### src/hw/rtl/dns_message_parser_defines.svh
// Assertion macros shared by the DNS message parser RTL.
// Included by any module that carries concurrent checks; needs clk and rst_n in scope.
`ifndef DNS_MESSAGE_PARSER_DEFINES_SVH
`define DNS_MESSAGE_PARSER_DEFINES_SVH

`ifndef ASSERT_OFF
// Checked at every rising clk edge, off while rst_n is low.
`define DMP_ASSERT(lbl, prop, msg) \
  lbl: assert property (@(posedge clk) disable iff (!rst_n) prop) else $error(msg);
// Checked at every rising clk edge, reset included.
`define DMP_ASSERT_ALWAYS(lbl, prop, msg) \
  lbl: assert property (@(posedge clk) prop) else $error(msg);
`else
`define DMP_ASSERT(lbl, prop, msg)
`define DMP_ASSERT_ALWAYS(lbl, prop, msg)
`endif

`endif

### src/hw/rtl/dmp_pkg.sv
// Shared types and constants of the DNS message parser.
// No dependencies; used by dmp_parser, dmp_out_stage and dns_message_parser.
package dmp_pkg;

  localparam int unsigned NAME_LIMIT = 255;
  localparam int unsigned NAME_LEN_W = 9;
  localparam logic [NAME_LEN_W-1:0] NAME_LEN_MAX = '1;
  localparam logic [7:0] LABEL_MAX = 8'd63;
  localparam logic [7:0] DOT_CHAR = 8'h2E;

  // Result kinds
  localparam logic [3:0] KIND_ID        = 4'd0;
  localparam logic [3:0] KIND_FLAGS     = 4'd1;
  localparam logic [3:0] KIND_QDCOUNT   = 4'd2;
  localparam logic [3:0] KIND_ANCOUNT   = 4'd3;
  localparam logic [3:0] KIND_NSCOUNT   = 4'd4;
  localparam logic [3:0] KIND_ARCOUNT   = 4'd5;
  localparam logic [3:0] KIND_NAME_CHAR = 4'd6;
  localparam logic [3:0] KIND_NAME_END  = 4'd7;
  localparam logic [3:0] KIND_TYPE      = 4'd8;
  localparam logic [3:0] KIND_CLASS     = 4'd9;
  localparam logic [3:0] KIND_TTL       = 4'd10;
  localparam logic [3:0] KIND_RDLENGTH  = 4'd11;
  localparam logic [3:0] KIND_ERROR     = 4'd12;

  // Error codes
  localparam logic [31:0] ERR_LONG      = 32'd0;
  localparam logic [31:0] ERR_TRUNCATED = 32'd1;
  localparam logic [31:0] ERR_BAD_LABEL = 32'd2;

  // Parser phases
  localparam logic [3:0] PH_HDR_ID      = 4'd0;
  localparam logic [3:0] PH_HDR_FLAGS   = 4'd1;
  localparam logic [3:0] PH_HDR_QD      = 4'd2;
  localparam logic [3:0] PH_HDR_AN      = 4'd3;
  localparam logic [3:0] PH_HDR_NS      = 4'd4;
  localparam logic [3:0] PH_HDR_AR      = 4'd5;
  localparam logic [3:0] PH_NAMELEN     = 4'd6;
  localparam logic [3:0] PH_LABEL       = 4'd7;
  localparam logic [3:0] PH_TYPE        = 4'd8;
  localparam logic [3:0] PH_CLASS       = 4'd9;
  localparam logic [3:0] PH_TTL         = 4'd10;
  localparam logic [3:0] PH_RDLEN       = 4'd11;
  localparam logic [3:0] PH_RDATA       = 4'd12;

  typedef struct packed {
    logic        valid;
    logic [3:0]  kind;
    logic [31:0] value;
    logic [1:0]  section;
    logic [15:0] record_number;
    logic        end_of_message;
  } result_t;

endpackage

### src/hw/rtl/dmp_parser.sv
// Parser state and next-state logic: one message byte per step, at most one result.
// Depends on dmp_pkg and dns_message_parser_defines.svh.
`include "dns_message_parser_defines.svh"

module dmp_parser (
  input  logic             clk,
  input  logic             rst_n,
  input  logic             step,
  input  logic [7:0]       in_byte,
  input  logic             in_first,
  input  logic             in_final,
  output dmp_pkg::result_t res
);

  logic [3:0]  phase_r, phase_nxt;
  logic [1:0]  fbc_r, fbc_nxt;
  logic [31:0] acc_r, acc_nxt;
  logic [1:0]  sec_r, sec_nxt;
  logic [15:0] rem_r [4];
  logic [15:0] rem_nxt [4];
  logic [15:0] idx_r, idx_nxt;
  logic [dmp_pkg::NAME_LEN_W-1:0] nlen_r, nlen_nxt;
  logic [5:0]  lbl_r, lbl_nxt;
  logic [15:0] rdl_r, rdl_nxt;
  logic        halted_r, halted_nxt;
  logic        active;

  function automatic logic [2:0] pick_section(logic [3:0] nz, logic [1:0] from);
    logic [2:0] r;
    r = 3'b000;
    for (int s = 3; s >= 0; s--) begin
      if ((2'(s) >= from) && nz[s]) r = {1'b1, 2'(s)};
    end
    return r;
  endfunction

  always_comb begin
    logic [31:0] acc_sh;
    logic [3:0]  ph_m2;
    logic [3:0]  nz;
    logic [2:0]  pk;
    logic        do_open;
    logic        rd_end;
    logic        done;
    logic        err;
    logic [31:0] ecode;
    logic        bad_phase;

    active = in_first | ~halted_r;
    if (in_first) begin
      phase_nxt = dmp_pkg::PH_HDR_ID;
      fbc_nxt   = '0;
      acc_nxt   = '0;
      sec_nxt   = '0;
      for (int s = 0; s < 4; s++) rem_nxt[s] = '0;
      idx_nxt   = '0;
      nlen_nxt  = '0;
      lbl_nxt   = '0;
      rdl_nxt   = '0;
    end else begin
      phase_nxt = phase_r;
      fbc_nxt   = fbc_r;
      acc_nxt   = acc_r;
      sec_nxt   = sec_r;
      for (int s = 0; s < 4; s++) rem_nxt[s] = rem_r[s];
      idx_nxt   = idx_r;
      nlen_nxt  = nlen_r;
      lbl_nxt   = lbl_r;
      rdl_nxt   = rdl_r;
    end
    halted_nxt = halted_r & ~in_first;

    res.valid          = 1'b0;
    res.kind           = dmp_pkg::KIND_ID;
    res.value          = '0;
    res.section        = sec_nxt;
    res.record_number  = idx_nxt;
    res.end_of_message = 1'b0;

    acc_sh    = {acc_nxt[23:0], in_byte};
    ph_m2     = phase_nxt - 4'd2;
    do_open   = 1'b0;
    rd_end    = 1'b0;
    done      = 1'b0;
    err       = 1'b0;
    ecode     = dmp_pkg::ERR_LONG;
    bad_phase = 1'b0;
    nz        = '0;
    pk        = '0;

    case (phase_nxt)
      dmp_pkg::PH_HDR_ID, dmp_pkg::PH_HDR_FLAGS, dmp_pkg::PH_HDR_QD,
      dmp_pkg::PH_HDR_AN, dmp_pkg::PH_HDR_NS, dmp_pkg::PH_HDR_AR: begin
        acc_nxt = acc_sh;
        if (fbc_nxt != 2'd0) begin
          fbc_nxt   = '0;
          res.valid = 1'b1;
          res.kind  = phase_nxt;
          res.value = {16'd0, acc_sh[15:0]};
          if (phase_nxt >= dmp_pkg::PH_HDR_QD) rem_nxt[ph_m2[1:0]] = acc_sh[15:0];
          if (phase_nxt == dmp_pkg::PH_HDR_AR) begin
            sec_nxt = '0;
            idx_nxt = '0;
            do_open = 1'b1;
          end else begin
            phase_nxt = phase_nxt + 4'd1;
          end
        end else begin
          fbc_nxt = fbc_nxt + 2'd1;
        end
      end
      dmp_pkg::PH_NAMELEN: begin
        if (32'(nlen_nxt) >= 32'(dmp_pkg::NAME_LIMIT)) begin
          err   = 1'b1;
          ecode = dmp_pkg::ERR_LONG;
        end else if (in_byte == 8'd0) begin
          res.valid = 1'b1;
          res.kind  = dmp_pkg::KIND_NAME_END;
          res.value = 32'(nlen_nxt);
          phase_nxt = dmp_pkg::PH_TYPE;
          fbc_nxt   = '0;
        end else if (in_byte > dmp_pkg::LABEL_MAX) begin
          err   = 1'b1;
          ecode = dmp_pkg::ERR_BAD_LABEL;
        end else begin
          if (nlen_nxt != '0) begin
            res.valid = 1'b1;
            res.kind  = dmp_pkg::KIND_NAME_CHAR;
            res.value = {24'd0, dmp_pkg::DOT_CHAR};
          end
          lbl_nxt   = in_byte[5:0];
          phase_nxt = dmp_pkg::PH_LABEL;
          if (nlen_nxt != dmp_pkg::NAME_LEN_MAX) begin
            nlen_nxt = nlen_nxt + {{(dmp_pkg::NAME_LEN_W-1){1'b0}}, 1'b1};
          end
        end
      end
      dmp_pkg::PH_LABEL: begin
        res.valid = 1'b1;
        res.kind  = dmp_pkg::KIND_NAME_CHAR;
        res.value = {24'd0, in_byte};
        if (nlen_nxt != dmp_pkg::NAME_LEN_MAX) begin
          nlen_nxt = nlen_nxt + {{(dmp_pkg::NAME_LEN_W-1){1'b0}}, 1'b1};
        end
        lbl_nxt = lbl_nxt - 6'd1;
        if (lbl_nxt == 6'd0) phase_nxt = dmp_pkg::PH_NAMELEN;
      end
      dmp_pkg::PH_TYPE: begin
        acc_nxt = acc_sh;
        if (fbc_nxt != 2'd0) begin
          fbc_nxt   = '0;
          res.valid = 1'b1;
          res.kind  = dmp_pkg::KIND_TYPE;
          res.value = {16'd0, acc_sh[15:0]};
          phase_nxt = dmp_pkg::PH_CLASS;
        end else begin
          fbc_nxt = fbc_nxt + 2'd1;
        end
      end
      dmp_pkg::PH_CLASS: begin
        acc_nxt = acc_sh;
        if (fbc_nxt != 2'd0) begin
          fbc_nxt   = '0;
          res.valid = 1'b1;
          res.kind  = dmp_pkg::KIND_CLASS;
          res.value = {16'd0, acc_sh[15:0]};
          if (sec_nxt == 2'd0) begin
            rem_nxt[sec_nxt] = rem_nxt[sec_nxt] - 16'd1;
            idx_nxt          = idx_nxt + 16'd1;
            do_open          = 1'b1;
          end else begin
            phase_nxt = dmp_pkg::PH_TTL;
          end
        end else begin
          fbc_nxt = fbc_nxt + 2'd1;
        end
      end
      dmp_pkg::PH_TTL: begin
        acc_nxt = acc_sh;
        if (fbc_nxt == 2'd3) begin
          fbc_nxt   = '0;
          res.valid = 1'b1;
          res.kind  = dmp_pkg::KIND_TTL;
          res.value = acc_sh;
          phase_nxt = dmp_pkg::PH_RDLEN;
        end else begin
          fbc_nxt = fbc_nxt + 2'd1;
        end
      end
      dmp_pkg::PH_RDLEN: begin
        acc_nxt = acc_sh;
        if (fbc_nxt != 2'd0) begin
          fbc_nxt   = '0;
          res.valid = 1'b1;
          res.kind  = dmp_pkg::KIND_RDLENGTH;
          res.value = {16'd0, acc_sh[15:0]};
          rdl_nxt   = acc_sh[15:0];
          if (acc_sh[15:0] == 16'd0) begin
            rem_nxt[sec_nxt] = rem_nxt[sec_nxt] - 16'd1;
            idx_nxt          = idx_nxt + 16'd1;
            do_open          = 1'b1;
          end else begin
            phase_nxt = dmp_pkg::PH_RDATA;
          end
        end else begin
          fbc_nxt = fbc_nxt + 2'd1;
        end
      end
      dmp_pkg::PH_RDATA: begin
        rdl_nxt = rdl_nxt - 16'd1;
        if (rdl_nxt == 16'd0) begin
          rem_nxt[sec_nxt] = rem_nxt[sec_nxt] - 16'd1;
          idx_nxt          = idx_nxt + 16'd1;
          do_open          = 1'b1;
          rd_end           = 1'b1;
        end
      end
      default: begin
        halted_nxt = 1'b1;
        bad_phase  = 1'b1;
      end
    endcase

    // Select the next entry, or finish the message when all counts are spent.
    for (int s = 0; s < 4; s++) nz[s] = (rem_nxt[s] != 16'd0);
    if (do_open) begin
      pk = pick_section(nz, sec_nxt);
      if (pk[2]) begin
        if (pk[1:0] != sec_nxt) begin
          sec_nxt = pk[1:0];
          idx_nxt = '0;
        end
        phase_nxt = dmp_pkg::PH_NAMELEN;
        nlen_nxt  = '0;
        fbc_nxt   = '0;
      end else begin
        halted_nxt = 1'b1;
        done       = 1'b1;
        if (rd_end) begin
          res.valid = 1'b1;
          res.kind  = dmp_pkg::KIND_RDLENGTH;
          res.value = {16'd0, acc_nxt[15:0]};
        end
      end
    end

    if (!bad_phase && (err || (!done && in_final))) begin
      halted_nxt = 1'b1;
      res.valid  = 1'b1;
      res.kind   = dmp_pkg::KIND_ERROR;
      res.value  = err ? ecode : dmp_pkg::ERR_TRUNCATED;
      done       = 1'b1;
    end
    res.end_of_message = done;

    if (!active) res.valid = 1'b0;
  end

  always_ff @(posedge clk) begin
    if (!rst_n) begin
      phase_r  <= dmp_pkg::PH_HDR_ID;
      fbc_r    <= '0;
      acc_r    <= '0;
      sec_r    <= '0;
      for (int s = 0; s < 4; s++) rem_r[s] <= '0;
      idx_r    <= '0;
      nlen_r   <= '0;
      lbl_r    <= '0;
      rdl_r    <= '0;
      halted_r <= 1'b1;
    end else if (step && active) begin
      phase_r  <= phase_nxt;
      fbc_r    <= fbc_nxt;
      acc_r    <= acc_nxt;
      sec_r    <= sec_nxt;
      for (int s = 0; s < 4; s++) rem_r[s] <= rem_nxt[s];
      idx_r    <= idx_nxt;
      nlen_r   <= nlen_nxt;
      lbl_r    <= lbl_nxt;
      rdl_r    <= rdl_nxt;
      halted_r <= halted_nxt;
    end
  end

  `DMP_ASSERT(a_name_end_under_limit, step && res.valid && res.kind == dmp_pkg::KIND_NAME_END |-> res.value < 32'(dmp_pkg::NAME_LIMIT), "name end reports length at or over limit")
  `DMP_ASSERT(a_halted_silent, step && halted_r && !in_first |=> $stable(phase_r) && halted_r, "halted parser changed state without a first byte")

endmodule

### src/hw/rtl/dmp_out_stage.sv
// Result register: holds one result until the downstream side takes it.
// Depends on dmp_pkg.
module dmp_out_stage (
  input  logic             clk,
  input  logic             rst_n,
  input  logic             load,
  input  dmp_pkg::result_t res,
  input  logic             out_stall,
  output logic             out_valid,
  output logic [3:0]       out_kind,
  output logic [31:0]      out_value,
  output logic [1:0]       out_section,
  output logic [15:0]      out_record_number,
  output logic             out_end_of_message
);

  logic             out_v_r, out_v_nxt;
  dmp_pkg::result_t data_r;

  always_comb begin
    out_v_nxt = out_v_r;
    if (load && res.valid) begin
      out_v_nxt = 1'b1;
    end else if (!out_stall) begin
      out_v_nxt = 1'b0;
    end
  end

  always_ff @(posedge clk) begin
    if (!rst_n) begin
      out_v_r <= 1'b0;
    end else begin
      out_v_r <= out_v_nxt;
    end
  end

  always_ff @(posedge clk) begin
    if (load && res.valid) begin
      data_r <= res;
    end
  end

  assign out_valid          = out_v_r;
  assign out_kind           = data_r.kind;
  assign out_value          = data_r.value;
  assign out_section        = data_r.section;
  assign out_record_number  = data_r.record_number;
  assign out_end_of_message = data_r.end_of_message;

endmodule

### src/hw/rtl/dns_message_parser.sv
// DNS message parser top level: input register, parser, result register.
// Results are combinational on the input register and registered as the byte advances.
// Throughput 1 byte per cycle unless the output stalls; the parser update is combinational.
// Bytes that cause no result still take one slot through the input register.
// Reset (rst_n low, synchronous) empties both registers and halts the parser until a first byte.
// Depends on dmp_pkg, dmp_parser, dmp_out_stage.
`include "dns_message_parser_defines.svh"

module dns_message_parser (
  input  logic        clk,
  input  logic        rst_n,
  input  logic        in_valid,
  output logic        in_stall,
  input  logic [7:0]  in_msg_byte,
  input  logic        in_first_byte,
  input  logic        in_final_byte,
  output logic        out_valid,
  input  logic        out_stall,
  output logic [3:0]  out_kind,
  output logic [31:0] out_value,
  output logic [1:0]  out_section,
  output logic [15:0] out_record_number,
  output logic        out_end_of_message
);

  logic             in_v_r, in_v_nxt;
  logic [7:0]       byte_r;
  logic             first_r;
  logic             final_r;
  logic             adv;
  dmp_pkg::result_t res;

  assign adv      = in_v_r && (!out_valid || !out_stall);
  assign in_stall = in_v_r && !adv;

  always_comb begin
    in_v_nxt = in_v_r;
    if (!in_stall) in_v_nxt = in_valid;
  end

  always_ff @(posedge clk) begin
    if (!rst_n) begin
      in_v_r <= 1'b0;
    end else begin
      in_v_r <= in_v_nxt;
    end
  end

  always_ff @(posedge clk) begin
    if (in_valid && !in_stall) begin
      byte_r  <= in_msg_byte;
      first_r <= in_first_byte;
      final_r <= in_final_byte;
    end
  end

  dmp_parser u_parser (
    .clk      (clk),
    .rst_n    (rst_n),
    .step     (adv),
    .in_byte  (byte_r),
    .in_first (first_r),
    .in_final (final_r),
    .res      (res)
  );

  dmp_out_stage u_out (
    .clk                (clk),
    .rst_n              (rst_n),
    .load               (adv),
    .res                (res),
    .out_stall          (out_stall),
    .out_valid          (out_valid),
    .out_kind           (out_kind),
    .out_value          (out_value),
    .out_section        (out_section),
    .out_record_number  (out_record_number),
    .out_end_of_message (out_end_of_message)
  );

  `DMP_ASSERT(a_error_ends_message, out_valid && out_kind == dmp_pkg::KIND_ERROR |-> out_end_of_message, "error result without end of message")
  `DMP_ASSERT(a_stall_only_when_full, in_stall |-> in_v_r && out_valid && out_stall, "input stalled without a blocked held byte")
  `DMP_ASSERT(a_empty_after_reset, $past(!rst_n) |-> !out_valid && !in_stall, "pipeline not empty after reset")

endmodule

### config.mk
export PLATFORM = sky130hd
export DESIGN_NAME = dns_message_parser
export DESIGN_NICKNAME = d
export VERILOG_FILES = /design/src/hw/rtl/dmp_pkg.sv /design/src/hw/rtl/dmp_parser.sv /design/src/hw/rtl/dmp_out_stage.sv /design/src/hw/rtl/dns_message_parser.sv
export VERILOG_INCLUDE_DIRS = /design/src /design/src/hw/rtl
export SDC_FILE = /design/constraint.sdc
export NUM_CORES = 1
export LEC_CHECK = 0
export BUFFER_PORTS_ARGS = -buffer_cell sky130_fd_sc_hd__buf_2
export CELL_PAD_IN_SITES_DETAIL_PLACEMENT = 0
export CELL_PAD_IN_SITES_GLOBAL_PLACEMENT = 1
export CORE_MARGIN = 2
export CORE_UTILIZATION = 48
export CTS_CLUSTER_DIAMETER = 60
export DETAILED_ROUTE_END_ITERATION = 10
export GPL_ROUTABILITY_DRIVEN = 0
export PLACE_DENSITY = 0.87
export SLEW_MARGIN = 20
export SYNTH_ARGS = -nofsm -noshare
export SYNTH_HDL_FRONTEND = slang
export SYNTH_SLANG_ARGS = --single-unit
### constraint.sdc
create_clock -name clk -period 12.15 [get_ports clk]
set_clock_uncertainty 0.05 [all_clocks]
set_input_delay 1.215 -clock clk [delete_from_list [all_inputs] [get_ports clk]]
set_output_delay 1.215 -clock clk [all_outputs]
set_load 0.05 [all_outputs]
==> flow_summary.html, run 1 <==
<table>
<tr><th>Metric</th><th>Value</th></tr>
<tr><th colspan="2">STA</th></tr>
<tr><td>Hold Vio Cnt, Final</td><td>0</td></tr>
<tr><td>Tightest Pin Transition</td><td>1.25 ns</td></tr>
<tr><td>Unrepaired setup endpoints after global routing</td><td>false</td></tr>
<tr><td>Final setup violation count</td><td>0</td></tr>
<tr><td>Worst max-slew margin expressed relative to the limit</td><td>15.7%</td></tr>
<tr><td>Setup TNS</td><td>0 ns</td></tr>
<tr><td>Worst hold slack after final layout</td><td>0.414 ns</td></tr>
<tr><td>Pins Over Slew Limit</td><td>0</td></tr>
<tr><td>Final Cycle Share</td><td>61.8%</td></tr>
<tr><td>Clock period minus final worst setup slack</td><td>about 7.5 ns</td></tr>
<tr><td>Max frequency</td><td>around 130 MHz</td></tr>
<tr><th colspan="2">GRT</th></tr>
<tr><td>Global routing usage on met1</td><td>45.1%</td></tr>
<tr><td>Initial antenna violation count</td><td>0</td></tr>
<tr><td>Met2 usage</td><td>around half</td></tr>
<tr><td>Largest net degree at the start of global routing</td><td>120</td></tr>
<tr><td>GRT Resource Usage Total</td><td>33.2%</td></tr>
<tr><td>GRT met3 Usage</td><td>8.29%</td></tr>
<tr><td>Gr busiest metal</td><td>met2</td></tr>
<tr><td>Vias in the first global route</td><td>13170</td></tr>
<tr><td>Leftover overflow at the end of global routing</td><td>0</td></tr>
<tr><td>First-pass GRT wire length</td><td>between 70000 and 80000 µm</td></tr>
<tr><th colspan="2">Logic synthesis</th></tr>
<tr><td>Count of flip-flops with a built-in enable after synthesis</td><td>129</td></tr>
<tr><td>Syn nets</td><td>between 1500 and 2000</td></tr>
<tr><td>Asr flop ratio synth</td><td>0%</td></tr>
<tr><td>Average size of a mapped cell</td><td>8.54 µm²</td></tr>
<tr><td>Area leader, netlist</td><td>sky130_fd_sc_hd__edfxtp_1</td></tr>
<tr><td>Post-synthesis cell area</td><td>14300 µm²</td></tr>
<tr><td>Cell count after synthesis</td><td>around 1700</td></tr>
<tr><td>Cells taking the most area after synthesis</td><td>sky130_fd_sc_hd__edfxtp_1, sky130_fd_sc_hd__dfxtp_1, sky130_fd_sc_hd__nand2_1, sky130_fd_sc_hd__a21oi_1, sky130_fd_sc_hd__nor2_1</td></tr>
<tr><td>Ys Warns</td><td>0</td></tr>
<tr><td>Portion of synthesized cell area occupied by the leading cell type</td><td>27.1%</td></tr>
<tr><td>Seq cells post-synth</td><td>211</td></tr>
<tr><td>Unique cell type count in the Yosys netlist</td><td>94</td></tr>
<tr><td>Post-synthesis sequential area ratio</td><td>38.6%</td></tr>
<tr><td>Top FF cell, synth</td><td>sky130_fd_sc_hd__edfxtp_1</td></tr>
<tr><th colspan="2">CTS</th></tr>
<tr><td>Maximum count of clock buffers along a single path</td><td>3</td></tr>
<tr><td>CTS H-tree depth</td><td>1</td></tr>
<tr><td>Post-CTS setup buffer count</td><td>0</td></tr>
<tr><td>Clk_lat worst skew</td><td>0.56 ns</td></tr>
<tr><td>TritonCTS Buffers</td><td>27</td></tr>
<tr><td>Hold Buf Count CTS</td><td>0</td></tr>
<tr><td>Root buffer cell</td><td>sky130_fd_sc_hd__clkbuf_16</td></tr>
<tr><td>Clk pin slew, worst setup/hold paths</td><td>about 0.060 ns</td></tr>
<tr><td>Sink Count</td><td>211</td></tr>
<tr><td>CTS-repair resized insts</td><td>0</td></tr>
<tr><td>Clock tree from TritonCTS</td><td>yes</td></tr>
<tr><th colspan="2">Floorplanning</th></tr>
<tr><td>Count of boundary I/O pins</td><td>71</td></tr>
<tr><td>Die area</td><td>about 31000 µm²</td></tr>
<tr><td>Initial Utilization</td><td>48.4%</td></tr>
<tr><td>Core Footprint</td><td>29500 µm²</td></tr>
<tr><td>Chip Width</td><td>176 µm</td></tr>
<tr><td>FP Rows</td><td>63</td></tr>
<tr><td>Floorplan die height</td><td>176 µm</td></tr>
<tr><th colspan="2">Placed design</th></tr>
<tr><td>Port Buffer Count</td><td>70</td></tr>
<tr><td>Detailed placer's ending HPWL</td><td>about 36000 µm</td></tr>
<tr><th colspan="2">Detailed routing</th></tr>
<tr><td>Detailed-route wire length</td><td>53500 µm</td></tr>
<tr><td>Antenna-violating nets left</td><td>0</td></tr>
<tr><td>Number of DRC violations after detailed-routing iteration 0</td><td>2874</td></tr>
<tr><td>Number of DRC violations after detailed routing</td><td>0</td></tr>
<tr><td>Vias after detailed routing</td><td>14689</td></tr>
<tr><td>Number of search-and-repair iterations in the first detailed-routing pass</td><td>8</td></tr>
<tr><td>Mean number of vias per cell</td><td>7.00</td></tr>
<tr><td>Post-DR wirelength/cell</td><td>25.5 µm</td></tr>
<tr><th colspan="2">Run status</th></tr>
<tr><td>Result of the run</td><td>completed</td></tr>
<tr><th colspan="2">Worst setup path</th></tr>
<tr><td>Worst EP required</td><td>12.27 ns</td></tr>
<tr><td>Critical Path Sink Type</td><td>flip-flop</td></tr>
<tr><td>Worst Reg-to-Reg Cells</td><td>17</td></tr>
<tr><td>Highest-delay cell along the critical path</td><td>sky130_fd_sc_hd__a2111oi_0</td></tr>
<tr><td>Buffers plus inverters on the worst setup path</td><td>3</td></tr>
<tr><td>Arrival time reported for the critical path endpoint</td><td>7.63 ns</td></tr>
<tr><td>Most frequent cell on the critical path</td><td>sky130_fd_sc_hd__buf_4</td></tr>
<tr><td>Critical path class</td><td>flip-flop to flip-flop</td></tr>
<tr><td>Maximum fanout count along the critical path</td><td>55</td></tr>
<tr><td>Element type at the critical path start</td><td>flip-flop</td></tr>
<tr><td>Crit path largest cell delay</td><td>1.10 ns</td></tr>
<tr><td>CP Depth</td><td>17</td></tr>
<tr><td>Cell class contributing the biggest share of worst-path delay</td><td>compound AO/OA/AOI/OAI gates</td></tr>
<tr><td>CP Cell Sequence</td><td>clkinv_1 &gt; buf_4 &gt; nand2_1 &gt; ha_1 &gt; o21ai_0 &gt; o221a_2 &gt; o21ai_2 &gt; nor2_1 &gt; a31oi_1 &gt; a21oi_2 &gt; a2111oi_0 &gt; nand4_1 &gt; o31ai_1 &gt; a41oi_1 &gt; a21boi_0 &gt; nor2_4 &gt; buf_4</td></tr>
<tr><th colspan="2">Worst hold path</th></tr>
<tr><td>Min-delay worst type</td><td>flip-flop to flip-flop</td></tr>
<tr><td>Hold Path Depth</td><td>1</td></tr>
<tr><th colspan="2">Finish</th></tr>
<tr><td>Share of post-route cells with drive strength above 1</td><td>12.7%</td></tr>
<tr><td>Most common library cell in the layout ignoring fill and taps</td><td>sky130_fd_sc_hd__nand2_1</td></tr>
<tr><td>Commonest non-fill, non-tap cells in the layout</td><td>sky130_fd_sc_hd__nand2_1, sky130_fd_sc_hd__nor2_1, sky130_fd_sc_hd__a21oi_1</td></tr>
<tr><td>Number of nets in the layout</td><td>1718</td></tr>
<tr><td>Total inserted antenna cells</td><td>0</td></tr>
<tr><td>Growth of design area from synthesis to finish</td><td>11.7%</td></tr>
<tr><th colspan="2">Power</th></tr>
<tr><td>IR drop worst, VDD</td><td>0.0000942 V</td></tr>
<tr><td>Total power per unit cell area</td><td>between 100 and 150 nW/µm²</td></tr>
<tr><td>Leak pwr</td><td>5.59 nW</td></tr>
<tr><th colspan="2">Job</th></tr>
<tr><td>Max-capacitance violation count</td><td>0</td></tr>
</table>
[where the power goes]
group / internal [mW] / switching, mW
clock network: 0.499 / 0.346
registers: 0.781 / 0.0215
logic: 0.0734 / 0.189
[through the flow]
stage	util (%)	setup slack [ns]	std cells	total power, mW	area [µm²]
after floorplan	-	2.45	1672	0.978	14300
final	54.1	4.64	2099	1.91	15900
after detailed placement	50.9	5.03	2049	1.06	15000
after global routing	54.1	4.36	2099	1.95	15900
after global placement	50.8	5.23	2049	1.06	15000
after CTS	54.1	4.92	2098	1.90	15900
[cell usage after synthesis, drive strengths merged (8+ instances only)]
library cell	n
xnor2	15
a221o	9
nand2	196
and3	24
a22o	31
o22ai	11
dfxtp	82
nand2b	9
o211ai	10
inv	30
mux4	12
xor2	10
a21o	10
a21oi	143
nor4	31
nand4	17
and2	41
or4	11
nor3b	13
a2111oi	10
clkbuf	106
nor2	169
mux2i	23
o21ai	84
edfxtp	129
buf	22
a22oi	45
a211oi	18
o31ai	8
a31oi	18
nor2b	53
a21boi	9
a32oi	11
a32o	19
a221oi	15
o41ai	8
nor3	46
or3	9
ha	15
nand3	44
[cell type report]
class	instances	area, µm²
clock inverters	18	214
multi-input cells	1301	8180
inverters	32	120
well taps	390	488
fillers	2739	13500
clock buffers	31	722
flip-flops and latches	211	5520
repair buffers	116	708
[metal layers]
layer	part of all wire, %	vias to the layer above
met5	0.099	-
met4	6.6	2
met3	13	297
li1	-	6381
met1	39	6853
met2	41	1156
[sequential cells by signal (all words and copies together) (netlist names), 2 cells and up]
name                     flops
u_parser.idx_r              16
u_out.out_section            2
u_parser.sec_r               2
u_parser.rdl_r              16
byte_r                       8
u_parser.acc_r              24
u_out.out_value             32
u_parser.nlen_r              9
u_out.out_kind               4
u_out.out_record_number     16
u_parser.fbc_r               2
u_parser.rem_r              64
u_parser.lbl_r               6
u_parser.phase_r             4
[worst paths after layout]
check                                        from                                 to  slack (ns)
hold / removal    u_parser.acc_r[16]$_SDFFE_PN0P_    u_parser.acc_r[16]$_SDFFE_PN0P_        0.41
setup reg to reg                first_r$_DFFE_PP_  u_out.out_value[26]$_SDFFCE_PP0P_        4.64
setup / recovery                first_r$_DFFE_PP_  u_out.out_value[26]$_SDFFCE_PP0P_        4.64
hold reg to reg   u_parser.acc_r[16]$_SDFFE_PN0P_    u_parser.acc_r[16]$_SDFFE_PN0P_        0.41
[cell families (layout without fill, tap and decap cells)]
group / Yosys count / count (layout) / share of synthesized area (%)
muxes: 38 / 38 / 3.74
xor gates and xnor gates: 25 / 25 / 1.53
buffers and inverters: 160 / 197 / 4.41
and+or+nand+nor: 692 / 692 / 24.4
DFF: 211 / 211 / 38.6
adders and majority gates: 15 / 15 / 1.31
AOI/OAI and AO/OA: 531 / 531 / 26.0
Power figures use the tool's default switching activity.
==> inputs of run 2 (changes only) <==
Settings changed: ABC_AREA from default to 1, CORE_UTILIZATION 48 to 41, PLACE_DENSITY 0.87 to 0.84.
Clock period 12.15 ns to 6.14 ns, I/O delays scaled along.
==> run 2 against run 1 <==
Against the previous run: count of clock-buffer cells in the layout rose by 4; register-to-register slack lost 4.2 ns; cell area is 12% higher; combinational power increased by 58%.
==> flow_summary.html, run 2 <==
<table>
<tr><th>Metric</th><th>Value</th></tr>
<tr><th colspan="2">Run status</th></tr>
<tr><td>Result of the run</td><td>completed (unchanged)</td></tr>
<tr><th colspan="2">GRT</th></tr>
<tr><td>First-pass GRT wire length</td><td>94700 µm (was 80000 µm)</td></tr>
<tr><td>Vias in the first global route</td><td>16393 (was 13170)</td></tr>
<tr><td>Gr busiest metal</td><td>met2 (unchanged)</td></tr>
<tr><td>Initial antenna violation count</td><td>0 (unchanged)</td></tr>
<tr><td>GRT met3 Usage</td><td>5.81% (was 8.29%)</td></tr>
<tr><td>Largest net degree at the start of global routing</td><td>88 (was 120)</td></tr>
<tr><td>Leftover overflow at the end of global routing</td><td>0 (unchanged)</td></tr>
<tr><td>Global routing usage on met1</td><td>41.6% (was 45.1%)</td></tr>
<tr><td>GRT Resource Usage Total</td><td>29.8% (was 33.2%)</td></tr>
<tr><td>Met2 usage</td><td>44.7% (was 49.0%)</td></tr>
<tr><th colspan="2">Logic synthesis</th></tr>
<tr><td>Post-synthesis sequential area ratio</td><td>34.9% (was 38.6%)</td></tr>
<tr><td>Average size of a mapped cell</td><td>6.46 µm² (was 8.54 µm²)</td></tr>
<tr><td>Area leader, netlist</td><td>sky130_fd_sc_hd__edfxtp_1 (unchanged)</td></tr>
<tr><td>Unique cell type count in the Yosys netlist</td><td>55 (was 94)</td></tr>
<tr><td>Cells taking the most area after synthesis</td><td>sky130_fd_sc_hd__edfxtp_1, sky130_fd_sc_hd__nand2_1, sky130_fd_sc_hd__dfxtp_1, sky130_fd_sc_hd__nor2_1, sky130_fd_sc_hd__inv_1 (was sky130_fd_sc_hd__edfxtp_1, sky130_fd_sc_hd__dfxtp_1, sky130_fd_sc_hd__nand2_1, sky130_fd_sc_hd__a21oi_1, sky130_fd_sc_hd__nor2_1)</td></tr>
<tr><td>Top FF cell, synth</td><td>sky130_fd_sc_hd__edfxtp_1 (unchanged)</td></tr>
<tr><td>Syn nets</td><td>2473 (was 1701)</td></tr>
<tr><td>Count of flip-flops with a built-in enable after synthesis</td><td>129 (unchanged)</td></tr>
<tr><td>Cell count after synthesis</td><td>2444 (was 1672)</td></tr>
<tr><td>Most repeated cell in the gate-level netlist after synthesis</td><td>sky130_fd_sc_hd__nand2_1 (unchanged)</td></tr>
<tr><td>Ys Warns</td><td>0 (unchanged)</td></tr>
<tr><td>Top cells by count, synth</td><td>sky130_fd_sc_hd__nand2_1, sky130_fd_sc_hd__nor2_1, sky130_fd_sc_hd__inv_1, sky130_fd_sc_hd__nand3_1, sky130_fd_sc_hd__o21ai_0 (was sky130_fd_sc_hd__nand2_1, sky130_fd_sc_hd__nor2_1, sky130_fd_sc_hd__a21oi_1, sky130_fd_sc_hd__edfxtp_1, sky130_fd_sc_hd__clkbuf_1)</td></tr>
<tr><td>Asr flop ratio synth</td><td>0% (unchanged)</td></tr>
<tr><td>Seq cells post-synth</td><td>211 (unchanged)</td></tr>
<tr><td>Portion of synthesized cell area occupied by the leading cell type</td><td>24.5% (was 27.1%)</td></tr>
<tr><td>Post-synthesis cell area</td><td>15800 µm² (was 14300 µm²)</td></tr>
<tr><th colspan="2">STA</th></tr>
<tr><td>Max frequency</td><td>174 MHz (was 133 MHz)</td></tr>
<tr><td>Clock period minus final worst setup slack</td><td>5.74 ns (was 7.51 ns)</td></tr>
<tr><td>Setup TNS</td><td>0 ns (unchanged)</td></tr>
<tr><td>Unrepaired setup endpoints after global routing</td><td>false (unchanged)</td></tr>
<tr><td>Final Cycle Share</td><td>93.5% (was 61.8%)</td></tr>
<tr><td>Worst max-slew margin expressed relative to the limit</td><td>24.4% (was 15.7%)</td></tr>
<tr><td>Hold Vio Cnt, Final</td><td>0 (unchanged)</td></tr>
<tr><td>Pins Over Slew Limit</td><td>0 (unchanged)</td></tr>
<tr><td>Tightest Pin Transition</td><td>1.13 ns (was 1.25 ns)</td></tr>
<tr><td>Final setup violation count</td><td>0 (unchanged)</td></tr>
<tr><th colspan="2">CTS</th></tr>
<tr><td>CTS H-tree depth</td><td>1 (unchanged)</td></tr>
<tr><td>TritonCTS Buffers</td><td>30 (was 27)</td></tr>
<tr><td>Clk_lat worst skew</td><td>0.57 ns (was 0.56 ns)</td></tr>
<tr><td>Sink Count</td><td>211 (unchanged)</td></tr>
<tr><td>Clk pin slew, worst setup/hold paths</td><td>0.06 ns (about the same)</td></tr>
<tr><td>Maximum count of clock buffers along a single path</td><td>3 (unchanged)</td></tr>
<tr><td>Root buffer cell</td><td>sky130_fd_sc_hd__clkbuf_16 (unchanged)</td></tr>
<tr><td>Clock tree from TritonCTS</td><td>yes (unchanged)</td></tr>
<tr><th colspan="2">Finish</th></tr>
<tr><td>Commonest non-fill, non-tap cells in the layout</td><td>sky130_fd_sc_hd__nand2_1, sky130_fd_sc_hd__nor2_1, sky130_fd_sc_hd__inv_1 (was sky130_fd_sc_hd__nand2_1, sky130_fd_sc_hd__nor2_1, sky130_fd_sc_hd__a21oi_1)</td></tr>
<tr><td>Growth of design area from synthesis to finish</td><td>12.8% (was 11.7%)</td></tr>
<tr><td>Filler Cells Inserted</td><td>3971 (was 2739)</td></tr>
<tr><td>Sequential cell area</td><td>5520 µm² (unchanged)</td></tr>
<tr><td>Post-route cell area</td><td>17800 µm² (was 15900 µm²)</td></tr>
<tr><td>Layout Cells excl Fill</td><td>3029 (was 2099)</td></tr>
<tr><td>Max reg flops</td><td>64 (unchanged)</td></tr>
<tr><td>Most common library cell in the layout ignoring fill and taps</td><td>sky130_fd_sc_hd__nand2_1 (unchanged)</td></tr>
<tr><td>Multi-input gate area</td><td>8700 µm² (was 8180 µm²)</td></tr>
<tr><td>Share of post-route cells with drive strength above 1</td><td>9.13% (was 12.7%)</td></tr>
<tr><td>Number of nets in the layout</td><td>2523 (was 1718)</td></tr>
<tr><td>Largest Register</td><td>u_parser.rem_r (unchanged)</td></tr>
<tr><td>Post-layout util</td><td>47.1% (was 54.1%)</td></tr>
<tr><td>Total inserted antenna cells</td><td>0 (unchanged)</td></tr>
<tr><th colspan="2">Worst setup path</th></tr>
<tr><td>Element type at the critical path start</td><td>flip-flop (unchanged)</td></tr>
<tr><td>Worst EP required</td><td>6.41 ns (was 12.27 ns)</td></tr>
<tr><td>Maximum fanout count along the critical path</td><td>16 (was 55)</td></tr>
<tr><td>Worst reg2reg path startpoint</td><td>first_r$_DFFE_PP_ (unchanged)</td></tr>
<tr><td>Arrival time reported for the critical path endpoint</td><td>6.01 ns (was 7.63 ns)</td></tr>
<tr><td>Worst Reg-to-Reg Cells</td><td>25 (was 17)</td></tr>
<tr><td>Critical Path Sink Type</td><td>flip-flop (unchanged)</td></tr>
<tr><td>Critical path class</td><td>flip-flop to flip-flop (unchanged)</td></tr>
<tr><td>Register-to-register setup slack</td><td>0.40 ns (was 4.64 ns)</td></tr>
<tr><td>FF-to-FF End</td><td>u_out.out_value[11]$_SDFFCE_PP0P_ (was u_out.out_value[26]$_SDFFCE_PP0P_)</td></tr>
<tr><th colspan="2">Power</th></tr>
<tr><td>Total power per unit cell area</td><td>214 nW/µm² (was 120 nW/µm²)</td></tr>
<tr><td>Leak pwr</td><td>7.89 nW (was 5.59 nW)</td></tr>
<tr><td>IR drop worst, VDD</td><td>0.000156 V (was 0.0000942 V)</td></tr>
<tr><th colspan="2">Worst hold path</th></tr>
<tr><td>Min-delay worst type</td><td>primary input to flip-flop (was flip-flop to flip-flop)</td></tr>
<tr><td>Hold Path Depth</td><td>1 (unchanged)</td></tr>
<tr><td>Worst hold path startpoint</td><td>in_msg_byte[5] (was u_parser.acc_r[16]$_SDFFE_PN0P_)</td></tr>
<tr><td>Terminating pin of the worst hold path</td><td>byte_r[5]$_DFFE_PP_ (was u_parser.acc_r[16]$_SDFFE_PN0P_)</td></tr>
<tr><th colspan="2">Detailed routing</th></tr>
<tr><td>Number of DRC violations after detailed-routing iteration 0</td><td>2105 (was 2874)</td></tr>
<tr><td>Post-DR wirelength/cell</td><td>20.3 µm (was 25.5 µm)</td></tr>
<tr><td>Number of DRC violations after detailed routing</td><td>0 (unchanged)</td></tr>
<tr><td>Antenna-violating nets left</td><td>0 (unchanged)</td></tr>
<tr><td>Vias after detailed routing</td><td>17644 (was 14689)</td></tr>
<tr><td>Detailed-route wire length</td><td>61500 µm (was 53500 µm)</td></tr>
<tr><td>Mean number of vias per cell</td><td>5.83 (was 7.00)</td></tr>
<tr><td>Number of search-and-repair iterations in the first detailed-routing pass</td><td>6 (was 8)</td></tr>
<tr><th colspan="2">Floorplanning</th></tr>
<tr><td>Count of boundary I/O pins</td><td>71 (unchanged)</td></tr>
<tr><td>Chip Width</td><td>200 µm (was 176 µm)</td></tr>
<tr><td>Die area</td><td>40100 µm² (was 31100 µm²)</td></tr>
<tr><td>Core Footprint</td><td>37800 µm² (was 29500 µm²)</td></tr>
<tr><td>Floorplan die height</td><td>200 µm (was 176 µm)</td></tr>
<tr><td>Initial Utilization</td><td>41.7% (was 48.4%)</td></tr>
<tr><td>FP Rows</td><td>71 (was 63)</td></tr>
<tr><th colspan="2">Placed design</th></tr>
<tr><td>Port Buffer Count</td><td>70 (unchanged)</td></tr>
<tr><td>Number of placed instances with taps included</td><td>2972 (was 2049)</td></tr>
<tr><td>Detailed placer's ending HPWL</td><td>43600 µm (was 35900 µm)</td></tr>
<tr><td>Post-placement cell area</td><td>16700 µm² (was 15000 µm²)</td></tr>
<tr><th colspan="2">Job</th></tr>
<tr><td>Max-capacitance violation count</td><td>0 (unchanged)</td></tr>
</table>
run 2: cell types whose count changed after synthesis, sizes merged, moves of 48 or more:
cell	delta
inv	+273
nor2	+186
nand2	+487
clkbuf	-48
nand3	+167
nor2b	-53
o21ai	+92
run 2: layout make-up:
type / count / share of cell area [%]
repair buffers: 122 / 4.23
flip-flops and latches: 211 / 31.0
inverters: 307 / 6.49
clock inverters: 21 / 1.45
clock buffers: 35 / 4.49
well taps: 511 / 3.59
multi-input cells: 1822 / 48.8
run 2: routing by layer:
| metal | part of all wire, % | wire, µm | vias up |
|---|---|---|---|
| li1 | - | - | 8229 |
| met1 | 42 | 25600 | 8168 |
| met2 | 42 | 25700 | 1084 |
| met3 | 12 | 7440 | 163 |
| met4 | 4.4 | 2700 | 0 |
| met5 | 0 | 0 | - |
run 2: cells by family after synthesis:
group	share of synthesized area, %
flip-flops	34.9
AO/OA/AOI/OAI	17.0
buffers and inverters	10.2
adder cells (fa/ha/maj)	1.19
XOR/XNOR	0.942
AND/OR/NAND/NOR	35.7
run 2: how the worst max path moves through the flow:
stage,endpoint,cells after the start,startpoint
finish,u_out.out_value[11]$_SDFFCE_PP0P_,25,first_r$_DFFE_PP_
global route,u_out.out_value[11]$_SDFFCE_PP0P_,27,first_r$_DFFE_PP_
CTS,u_out.out_value[11]$_SDFFCE_PP0P_,26,first_r$_DFFE_PP_
detailed placement,u_out.out_value[11]$_SDFFCE_PP0P_,22,first_r$_DFFE_PP_
global placement,u_out.out_value[11]$_SDFFCE_PP0P_,25,first_r$_DFFE_PP_
floorplan,u_out.out_end_of_message$_SDFFCE_PP1P_,34,first_r$_DFFE_PP_
run 2: where the power goes:
part | switching (mW) | total (mW) | internal [mW]
Sequential | 0.0207 | 1.56 | 1.54
Clock | 0.720 | 1.84 | 1.12
Combinational | 0.318 | 0.413 | 0.0949
run 2: worst max-delay path, stage by stage, from the launching register on:
cell	delay, ns
sky130_fd_sc_hd__edfxtp_1	0.54
sky130_fd_sc_hd__nor2_2	0.31
sky130_fd_sc_hd__inv_1	0.17
sky130_fd_sc_hd__ha_1	0.45
sky130_fd_sc_hd__o21ai_1	0.28
sky130_fd_sc_hd__nand3_1	0.12
sky130_fd_sc_hd__nand2_2	0.26
sky130_fd_sc_hd__buf_4	0.27
sky130_fd_sc_hd__inv_1	0.38
sky130_fd_sc_hd__o211ai_1	0.22
sky130_fd_sc_hd__nand2_1	0.07
sky130_fd_sc_hd__nor2_1	0.08
sky130_fd_sc_hd__nand2_1	0.05
sky130_fd_sc_hd__o21ai_0	0.22
sky130_fd_sc_hd__nand2_1	0.08
sky130_fd_sc_hd__nor2_1	0.18
sky130_fd_sc_hd__nand3_1	0.09
sky130_fd_sc_hd__nor2_1	0.14
sky130_fd_sc_hd__nand2_1	0.12
sky130_fd_sc_hd__nand2_1	0.17
sky130_fd_sc_hd__nand2_2	0.12
sky130_fd_sc_hd__nor2_8	0.22
sky130_fd_sc_hd__nand2_4	0.12
sky130_fd_sc_hd__nor2_2	0.33
sky130_fd_sc_hd__nor2_1	0.08
sky130_fd_sc_hd__a211oi_1	0.38
run 2: through the flow:
step | power, mW | setup slack, ns | hold slack (ns)
2_1_floorplan | 1.85 | 0.0632 | 0.376
3_3_place_gp | 1.98 | 0.339 | 0.390
3_5_place_dp | 1.99 | 0.377 | 0.389
4_1_cts | 3.82 | 0.338 | 0.146
5_1_grt | 3.93 | 0.0703 | 0.149
6_report | 3.81 | 0.402 | 0.169
run 2: what timing repair did:
action,CTS,global route
buffers inserted,0,1
resized for setup,0,5
setup endpoints to repair,0,93
hold buffers,0,0
